## src/rtl/b64hd_pkg.sv

```systemverilog
// Shared types, codes and character lookups for the base64 / hex stream decoder.
package b64hd_pkg;

    localparam logic [7:0] PAD_CHAR = 8'h3d;

    localparam logic REG_DECODE_MODE = 1'b0;

    localparam int QUEUE_DEPTH = 4;
    localparam int QPTR_W      = $clog2(QUEUE_DEPTH);
    localparam int QCNT_W      = $clog2(QUEUE_DEPTH + 1);

    typedef enum logic [2:0] {
        ST_OK            = 3'd0,
        ST_BAD_LENGTH    = 3'd1,
        ST_MISPLACED_PAD = 3'd2,
        ST_BROKEN_PAD    = 3'd3,
        ST_INVALID_CHAR  = 3'd4
    } status_t;

    typedef enum logic {
        MODE_BASE64 = 1'b0,
        MODE_HEX    = 1'b1
    } mode_t;

    typedef struct packed {
        logic [7:0] out_byte;
        logic       is_status;
        status_t    status;
    } result_t;

    typedef struct packed {
        logic    byte_valid;
        result_t byte_item;
        logic    status_valid;
        result_t status_item;
    } step_out_t;

    typedef struct packed {
        logic       ok;
        logic [5:0] value;
    } lookup_t;

    function automatic lookup_t b64_lookup(input logic [7:0] c);
        lookup_t r;
        r.ok    = 1'b1;
        r.value = 6'd0;
        if (c inside {[8'h41:8'h5a]})
        begin
            r.value = 6'(c - 8'h41);
        end
        else if (c inside {[8'h61:8'h7a]})
        begin
            r.value = 6'(c - 8'h61 + 8'd26);
        end
        else if (c inside {[8'h30:8'h39]})
        begin
            r.value = 6'(c - 8'h30 + 8'd52);
        end
        else if (c == 8'h2b)
        begin
            r.value = 6'd62;
        end
        else if (c == 8'h2f)
        begin
            r.value = 6'd63;
        end
        else
        begin
            r.ok = 1'b0;
        end
        return r;
    endfunction

    function automatic lookup_t hex_lookup(input logic [7:0] c);
        lookup_t r;
        r.ok    = 1'b1;
        r.value = 6'd0;
        if (c inside {[8'h30:8'h39]})
        begin
            r.value = 6'(c - 8'h30);
        end
        else if (c inside {[8'h41:8'h46]})
        begin
            r.value = 6'(c - 8'h41 + 8'd10);
        end
        else if (c inside {[8'h61:8'h66]})
        begin
            r.value = 6'(c - 8'h61 + 8'd10);
        end
        else
        begin
            r.ok = 1'b0;
        end
        return r;
    endfunction

endpackage

```

## src/rtl/base64_hex_stream_decoder_core.sv

```systemverilog
// Top level of the base64 / hex stream decoder: input register, APB register, result queue.
//
//   channel   signals                                    direction
//   input     in_valid, in_ready, in_char, last_char     in
//   output    out_valid, out_ready, out_byte,
//             is_status, status                          out
//   config    psel, penable, pwrite, paddr, pwdata,
//             prdata, pready                             in / out
//
// One character per cycle unless stalled: it waits in the input register, where the
// decode step runs and pushes its byte and/or end status into a four-entry queue.
// A character whose string ends with a byte gives two results; the queue drains one
// per cycle while out_ready is high. The input register stalls while fewer than two
// queue slots are free. Reset clears string state, queue and mode register (base64).
module base64_hex_stream_decoder_core import b64hd_pkg::*;
(
    input  logic        clk,
    input  logic        rst_n,

    input  logic        in_valid,
    output logic        in_ready,
    input  logic [7:0]  in_char,
    input  logic        last_char,

    output logic        out_valid,
    input  logic        out_ready,
    output logic [7:0]  out_byte,
    output logic        is_status,
    output logic [2:0]  status,

    input  logic        psel,
    input  logic        penable,
    input  logic        pwrite,
    input  logic [2:0]  paddr,
    input  logic [31:0] pwdata,
    output logic [31:0] prdata,
    output logic        pready
);

    logic       in_valid_reg, in_valid_next;
    logic [7:0] in_char_reg;
    logic       last_reg;
    mode_t      mode_reg, mode_next;

    logic       in_accept;
    logic       advance;
    logic       has_room;
    step_out_t  step_out;
    result_t    head;

    assign pready = 1'b1;
    assign prdata = (paddr[2] == REG_DECODE_MODE) ? {31'd0, mode_reg} : 32'd0;

    always_comb
    begin
        mode_next = mode_reg;
        if (psel && penable && pwrite && pready && paddr[2] == REG_DECODE_MODE)
        begin
            mode_next = mode_t'(pwdata[0]);
        end
    end

    assign advance   = in_valid_reg && has_room;
    assign in_ready  = !in_valid_reg || advance;
    assign in_accept = in_valid && in_ready;

    always_comb
    begin
        in_valid_next = in_valid_reg;
        if (in_accept)
        begin
            in_valid_next = 1'b1;
        end
        else if (advance)
        begin
            in_valid_next = 1'b0;
        end
    end

    always_ff @(posedge clk or negedge rst_n)
    begin
        if (!rst_n)
        begin
            in_valid_reg <= 1'b0;
            mode_reg     <= MODE_BASE64;
        end
        else
        begin
            in_valid_reg <= in_valid_next;
            mode_reg     <= mode_next;
        end
    end

    // hold payload until the next transfer
    always_ff @(posedge clk)
    begin
        if (in_accept)
        begin
            in_char_reg <= in_char;
            last_reg    <= last_char;
        end
    end

    b64hd_step u_step
    (
        .clk         (clk),
        .rst_n       (rst_n),
        .advance     (advance),
        .in_char     (in_char_reg),
        .last_char   (last_reg),
        .decode_mode (mode_reg),
        .step_out    (step_out)
    );

    b64hd_outq u_outq
    (
        .clk       (clk),
        .rst_n     (rst_n),
        .push      (advance),
        .step_out  (step_out),
        .has_room  (has_room),
        .out_valid (out_valid),
        .out_ready (out_ready),
        .head      (head)
    );

    assign out_byte  = head.out_byte;
    assign is_status = head.is_status;
    assign status    = head.status;

endmodule

```

## src/rtl/b64hd_step.sv

```systemverilog
// Per-character decode step: group position, held bits, pad fact and first error.
module b64hd_step import b64hd_pkg::*;
(
    input  logic      clk,
    input  logic      rst_n,
    input  logic      advance,
    input  logic [7:0] in_char,
    input  logic      last_char,
    input  mode_t     decode_mode,
    output step_out_t step_out
);

    logic [1:0] pos_reg,  pos_next;
    logic [5:0] held_reg, held_next;
    logic       pad3_reg, pad3_next;
    status_t    err_reg,  err_next;

    lookup_t    b64;
    lookup_t    hex;
    status_t    err;
    status_t    first_err;
    logic       have;
    logic [7:0] byte_val;
    logic       len_ok;

    always_comb
    begin
        b64       = b64_lookup(in_char);
        hex       = hex_lookup(in_char);
        err       = ST_OK;
        have      = 1'b0;
        byte_val  = 8'd0;
        len_ok    = 1'b0;
        pos_next  = pos_reg;
        held_next = held_reg;
        pad3_next = pad3_reg;

        if (decode_mode == MODE_BASE64)
        begin
            pad3_next = (pos_reg == 2'd0) ? 1'b0 : pad3_reg;
            if (in_char == PAD_CHAR)
            begin
                if (pos_reg < 2'd2)
                begin
                    err = ST_MISPLACED_PAD;
                end
                else if (pos_reg == 2'd2)
                begin
                    pad3_next = 1'b1;
                end
                else if (!last_char)
                begin
                    err = ST_MISPLACED_PAD;
                end
                held_next = 6'd0;
            end
            else
            begin
                if (pos_reg == 2'd3 && pad3_next)
                begin
                    err = last_char ? ST_BROKEN_PAD : ST_MISPLACED_PAD;
                end
                else if (!b64.ok)
                begin
                    err = ST_INVALID_CHAR;
                end
                if (err == ST_OK)
                begin
                    case (pos_reg)
                        2'd1:
                        begin
                            have     = 1'b1;
                            byte_val = {held_reg, b64.value[5:4]};
                        end
                        2'd2:
                        begin
                            have     = 1'b1;
                            byte_val = {held_reg[3:0], b64.value[5:2]};
                        end
                        2'd3:
                        begin
                            have     = 1'b1;
                            byte_val = {held_reg[1:0], b64.value};
                        end
                        default:
                        begin
                            have = 1'b0;
                        end
                    endcase
                end
                held_next = b64.value;
            end
            len_ok   = (pos_reg == 2'd3);
            pos_next = pos_reg + 2'd1;
        end
        else
        begin
            pad3_next = 1'b0;
            if (!hex.ok)
            begin
                err = ST_INVALID_CHAR;
            end
            else if (pos_reg[0])
            begin
                have     = 1'b1;
                byte_val = {held_reg[3:0], hex.value[3:0]};
            end
            held_next = {2'b00, hex.value[3:0]};
            len_ok    = pos_reg[0];
            pos_next  = pos_reg[0] ? 2'd0 : 2'd1;
        end

        first_err = (err != ST_OK && err_reg == ST_OK) ? err : err_reg;
        err_next  = first_err;

        step_out.byte_valid            = have && (first_err == ST_OK);
        step_out.byte_item.out_byte    = byte_val;
        step_out.byte_item.is_status   = 1'b0;
        step_out.byte_item.status      = ST_OK;
        step_out.status_valid          = last_char;
        step_out.status_item.out_byte  = 8'd0;
        step_out.status_item.is_status = 1'b1;
        step_out.status_item.status    = len_ok ? first_err : ST_BAD_LENGTH;

        if (last_char)
        begin
            pos_next  = 2'd0;
            held_next = 6'd0;
            pad3_next = 1'b0;
            err_next  = ST_OK;
        end
    end

    always_ff @(posedge clk or negedge rst_n)
    begin
        if (!rst_n)
        begin
            pos_reg  <= 2'd0;
            held_reg <= 6'd0;
            pad3_reg <= 1'b0;
            err_reg  <= ST_OK;
        end
        else if (advance)
        begin
            pos_reg  <= pos_next;
            held_reg <= held_next;
            pad3_reg <= pad3_next;
            err_reg  <= err_next;
        end
    end

endmodule

```

## src/rtl/b64hd_outq.sv

```systemverilog
// Result queue: takes up to two results per cycle, hands out one per transfer.
module b64hd_outq import b64hd_pkg::*;
(
    input  logic      clk,
    input  logic      rst_n,
    input  logic      push,
    input  step_out_t step_out,
    output logic      has_room,
    output logic      out_valid,
    input  logic      out_ready,
    output result_t   head
);

    result_t             entry_reg [QUEUE_DEPTH];
    logic [QPTR_W-1:0]   wr_ptr_reg, wr_ptr_next;
    logic [QPTR_W-1:0]   rd_ptr_reg, rd_ptr_next;
    logic [QCNT_W-1:0]   count_reg,  count_next;
    logic [QCNT_W-1:0]   n_push;
    logic                pop;
    result_t             first_item;
    logic [QPTR_W-1:0]   wr_ptr_plus1;

    always_comb
    begin
        n_push = '0;
        if (push)
        begin
            n_push = QCNT_W'(step_out.byte_valid) + QCNT_W'(step_out.status_valid);
        end
        first_item   = step_out.byte_valid ? step_out.byte_item : step_out.status_item;
        wr_ptr_plus1 = wr_ptr_reg + QPTR_W'(1);
        pop          = out_valid && out_ready;
        wr_ptr_next  = wr_ptr_reg + n_push[QPTR_W-1:0];
        rd_ptr_next  = pop ? rd_ptr_reg + QPTR_W'(1) : rd_ptr_reg;
        count_next   = count_reg + n_push - QCNT_W'(pop);
    end

    assign out_valid = (count_reg != '0);
    assign has_room  = (count_reg <= QCNT_W'(QUEUE_DEPTH - 2));
    assign head      = entry_reg[rd_ptr_reg];

    always_ff @(posedge clk)
    begin
        if (n_push != '0)
        begin
            entry_reg[wr_ptr_reg] <= first_item;
        end
        if (n_push == QCNT_W'(2))
        begin
            entry_reg[wr_ptr_plus1] <= step_out.status_item;
        end
    end

    always_ff @(posedge clk or negedge rst_n)
    begin
        if (!rst_n)
        begin
            wr_ptr_reg <= '0;
            rd_ptr_reg <= '0;
            count_reg  <= '0;
        end
        else
        begin
            wr_ptr_reg <= wr_ptr_next;
            rd_ptr_reg <= rd_ptr_next;
            count_reg  <= count_next;
        end
    end

endmodule

```

## config.mk

```make
export PLATFORM = sky130hd
export DESIGN_NAME = base64_hex_stream_decoder_core
export DESIGN_NICKNAME = d
export VERILOG_FILES = /design/src/rtl/b64hd_pkg.sv /design/src/rtl/base64_hex_stream_decoder_core.sv /design/src/rtl/b64hd_step.sv /design/src/rtl/b64hd_outq.sv
export SDC_FILE = /design/constraint.sdc
export NUM_CORES = 1
export LEC_CHECK = 0
export BUFFER_PORTS_ARGS = -buffer_cell sky130_fd_sc_hd__clkbuf_2
export CORE_ASPECT_RATIO = 1.75
export CORE_UTILIZATION = 56
export CTS_CLUSTER_DIAMETER = 30
export DETAILED_ROUTE_END_ITERATION = 16
export GPL_ROUTABILITY_DRIVEN = 0
export PLACE_DENSITY = 0.8
export SLEW_MARGIN = 30
export SYNTH_ARGS = -nofsm -noshare
export SYNTH_HDL_FRONTEND = slang
export SYNTH_SLANG_ARGS = --single-unit
```

## constraint.sdc

```tcl
create_clock -name clk -period 5.3 [get_ports clk]
set_clock_uncertainty 0.2 [all_clocks]
set_input_delay 0 -clock clk [delete_from_list [all_inputs] [get_ports clk]]
set_output_delay 0 -clock clk [all_outputs]
set_load 0.02 [all_outputs]
```

* Word level (Yosys, flattened, before mapping)
Memories as Yosys holds them, arrays and structs flattened. Index checks and enable logic that the tools add are counted.
Operators by class: add/subtract/negate cells 14, $mul 0, div/mod/pow operators 0, order comparisons 10, eq/ne operators 7, shift operators 0, muxes and demuxes 64, bitwise gates (word level) 1, reduce and logical (&&, ||, !) cells 25
Operator list (count):
- $mux 6 | 8
- $mux 8 | 5
- $mux 3 | 13
- $le 8x7->1 const B | 4
- $mux 1 | 30
- $eq 8x6->1 const B | 3
- $pmux 8 s3 | 1
- $ge 8x7->1 const B | 2
- $logic_and 1x1->1 | 14
- $mux 12 | 1
- $mux 4 | 3
- $sub 6x6->6 const B | 2
- $logic_not 3->1 | 3
- $reduce_bool 3->1 | 3
- $add 4x4->4 const B | 2
- $ge 8x6->1 const B | 1
- $le 8x6->1 const B | 1
- $add 2x1->2 const B | 3
- $add 6x5->6 const B | 1
- $add 6x6->6 const B | 1
- $mux 2 | 3
- $sub 6x1->6 const B | 1
- $eq 2x2->1 const B | 2
- $add 3x3->3 | 1
- other kinds (13) | 13
Word-level totals: register bits after elaboration 30, bits in latches 0, RAM bits 48, ROM bits 0, input bits 51, logic and storage cells 133, memories 1
Memories:
- u_outq.entry_reg | depth 4, width 12, read ports 1, clocked after Yosys merged registers in 0, write ports 2, line b64hd_outq.sv:14 | result_t entry_reg [QUEUE_DEPTH];

* Depth between registers and ports, before layout
depth after elaboration 22, gate-level depth with buffers 19, depth with buffers taken out 17

* Modules after synthesis
From an unflattened synthesis, not the netlist that was laid out.
Unflattened totals: cell total of the unflattened synthesis 503, area total of the unflattened synthesis 5494.0 um^2
Modules (own cells, without submodules):
- b64hd_outq | times used 1, cells an instance 186, area an instance 2812.7 um^2, sequential area each 1616.6 um^2
- b64hd_step | times used 1, cells an instance 265, area an instance 2059.5 um^2, sequential area each 300.3 um^2
- base64_hex_stream_decoder_core | times used 1, cells an instance 52, area an instance 621.8 um^2, sequential area each 320.3 um^2

* Worst setup path before layout
No wires, ideal clock.
kind register -> register, from register in_char_reg[3], to memory u_outq.entry_reg[2][0] (netlist name) (enable), setup time 0.302 ns, arrival 3.530 ns, required time 4.798 ns, setup slack 1.268 ns, cell stages (with the launch flop) 19, path buffers 2, period minus slack after synthesis 4.032 ns, cells stage by stage edfxtp_1 -> clkbuf_1 -> inv_1 -> ha_1 -> a211oi_1 -> a22oi_1 -> o32a_1 -> a41oi_2 -> o211ai_2 -> or2_1 -> buf_6 -> clkinv_2 -> ha_1 -> nor2b_1 -> nor2b_1 -> o21ai_0 -> nand2_1 -> nand2_1 -> inv_1
RTL lines:
- start: declaration | line base64_hex_stream_decoder_core.sv:41 | logic [7:0] in_char_reg;
- start signal: assignment | line base64_hex_stream_decoder_core.sv:99 | in_char_reg <= in_char;
- end: declaration | line b64hd_outq.sv:14

==> flow_summary_export.csv <==
group,metric,value,unit
route,num_vias,4026,
logic_synthesis,yosys.area.top_type,"dfxtp_1",
logic_synthesis,synthCells,509,
timing,tightest_slew,747.9,ps
logic_synthesis,ys_top_cells_by_area,"dfxtp_1 15%, edfxtp_1 13%, dfrtp_1 11%",
grt,antenna_found_initial,0,
power,vdd_ir_drop_max,0.4125,mV
timing,slew_headroom,0.5014,
timing,fmax,205.5,MHz
power,p_per_area,467.6,mW/mm²
clock_tree,cts_tree,"yes",
worst_setup_path,path_class,"reg2reg",
logic_synthesis,synth_seq_cells,78,
final_layout,regArea,0.001877,mm²
job,cap_violations,0,
logic_synthesis,synth_top_area_frac,0.1489,
worst_setup_path,r2r_slack,430,ps
logic_synthesis,synth_common_cells,"68 x nand2_1, 36 x dfxtp_1, 33 x buf_4, 33 x nor2_1, 30 x o21ai_0",
clock_tree,cts_buffer_depth,2,
worst_setup_path,cp-end-kind,"register",
clock_tree,insertion_delay,340,ps
clock_tree,cts_resized,0,
power,leakage,2.224,nW
route,ant_nets,0,
run_status,status,"complete, no violations",
final_layout,drive_above_1_share,0.1526,
final_layout,syn_to_final_growth,12.69,%
final_layout,nets,627,
timing,min_period,4866,ps
logic_synthesis,async_reset_ff_frac,0.2692,
timing,hold_violations,0,
timing,setup_violations,0,
final_layout,largest_register_ffs,48,
worst_setup_path,cp_max_fo,10,
route,drc_errors,0,
floorplan,die_area,0.009035,mm²
floorplan,num_io_pins,98,
logic_synthesis,synthMostInstantiatedCell,"nand2_1",
floorplan,fp.dieW,72.28,µm
logic_synthesis,yosysSeqAreaShare,0.3877,
place,postPlaceCellArea,0.004943,mm²
timing,rsz0062_at_grt,"no",
floorplan,rows,44,
hold_path,worstHoldPathType,"in2async",
timing,finalCritPeriodShare,0.9181,
timing,tns,0,ps
route,dr.pass1.iters,5,
grt,grt_pass1_vias,4221,
clock_tree,h-tree-depth,3,
clock_tree,path_clk_slew,60,ps
logic_synthesis,avgSynthCellArea,9.511,µm²
timing,maxSlewViolCount,0,
timing,hold_slack,42.09,ps
final_layout,n_antenna_cell,0,
logic_synthesis,synth_edf_count,21,
logic_synthesis,ys.flop_type,"dfxtp_1",
place,hpwl,8.768,mm
route,wl_per_cell,17.47,µm
final_layout,nFillCells,661,
floorplan,core,0.008313,mm²
route,first_iter_violations,323,
route,routed_via_density,5.991,
floorplan,die_h,125.0,µm
logic_synthesis,synth.distinct_cells,83,
worst_setup_path,cp.required,5140,ps
worst_setup_path,worst-endpoint-arrival,4700,ps
final_layout,multiInputGateArea,0.002641,mm²
grt,grt_max_degree,22,
grt,overflow,0,
worst_setup_path,r2r-start,"in_char_reg[0]",
place,port_buffers,32,
floorplan,initial_utilization,0.5823,
worst_setup_path,start_kind,"register",
logic_synthesis,syn_area,0.004841,mm²
clock_tree,cts.sinks,78,
logic_synthesis,ys_warn_count,0,
final_layout,design_area,0.005455,mm²
worst_setup_path,r2r_cells,16,
worst_setup_path,r2r_end,"u_outq.entry_reg[2][2]",
grt,track_usage,0.2841,
clock_tree,cts_buffers,9,
clock_tree,root_buffer,"clkbuf_16",
route,wirelength,11.74,mm
grt,grt_pass1_wl,19.80,mm
per-stage QoR:
step / util / setup slack, ps / cells / total power, mW
after floorplan: - / 1268 / 539 / 1.637
after global placement: 0.5947 / 589.5 / 637 / 1.813
after detailed placement: 0.5947 / 436.2 / 637 / 1.860
after CTS: 0.6541 / 418.5 / 669 / 2.530
after global routing: 0.6562 / 48.13 / 672 / 2.694
final: 0.6562 / 434.0 / 672 / 2.551
layout by cell type, fill, tap and decap left out, types with 8 or more instances in the layout:
master	synthesis	final
nand2_1	68	68
dfxtp_1	36	36
nor2_1	33	33
conb_1	2	32
clkbuf_2	0	32
o21ai_0	30	30
inv_1	25	25
ha_1	23	23
edfxtp_1	21	21
dfrtp_1	21	21
dlygate4sd3_1	0	15
nand3_1	14	14
a21oi_1	13	13
o21ai_1	12	12
mux4_2	12	12
clkbuf_16	0	12
a22o_1	11	11
xnor2_1	11	11
and2_1	9	9
nand2b_1	8	8
worst max-delay path by stage:
stage / end / slack [ps] / startpoint
after global placement: u_outq.entry_reg[2][0] / 590 / in_char_reg[1]
after CTS: u_outq.entry_reg[2][2] / 420 / in_char_reg[1]
after global routing: u_outq.entry_reg[2][2] / 50 / in_char_reg[3]
after detailed placement: u_outq.entry_reg[2][0] / 440 / in_char_reg[1]
after floorplan: u_outq.entry_reg[2][0] / 1270 / in_char_reg[3]
final: u_outq.entry_reg[2][2] / 430 / in_char_reg[0]
layout make-up:
cell class / instances / share of cell area
clock buffer: 14 / 0.05826
inverter: 26 / 0.01812
sequential: 78 / 0.3440
clock inverter: 2 / 0.002982
multi-input combinational: 383 / 0.4842
timing repair buffer: 54 / 0.06606
tap: 115 / 0.02638
logic make-up (layout without fill, tap and decap cells):
kind of cell | count (synthesis) | in the layout | synth area share
and+or+nand+nor | 167 | 167 | 0.1670
xor gates and xnor gates | 13 | 13 | 0.02352
other | 2 | 32 | 0.001551
AOI/OAI and AO/OA | 132 | 132 | 0.2042
DFF | 78 | 78 | 0.3877
buffers and inverters | 78 | 96 | 0.08994
muxes | 15 | 15 | 0.06255
adders and majority gates | 24 | 24 | 0.06358
worst max-delay path: stages (launching register included):
cell and delay [ps]:
edfxtp_1 610, inv_1 140, ha_1 250, and4_1 220, o311a_1 350, a22oi_1 380
a211oi_4 180, o211ai_2 210, or2_1 360, clkinv_2 170, ha_1 370, nor2b_1 250
nor2b_1 160, o21ai_0 90, nand2_1 80, nand2_1 280, inv_1 250
routing by layer:
metal,GRT usage,part of all wire
met2,0.5294,0.56
met5,0,0
met1,0.2661,0.33
met3,0.04835,0.043
met4,0.2018,0.062
report_power, final:
group | leakage (nW) | total (mW) | switching [mW] | internal [mW]
Combinational | 1.31 | 0.992 | 0.591 | 0.401
Clock | 0.161 | 0.658 | 0.241 | 0.417
Sequential | 0.753 | 0.901 | 0.171 | 0.730
timing repair:
item | CTS | global route
setup endpoints to repair | 0 | 3
buffers inserted | 0 | 3
hold endpoints to repair | 34 | 0
hold buffers | 16 | 0
Power figures use the tool's default switching activity.
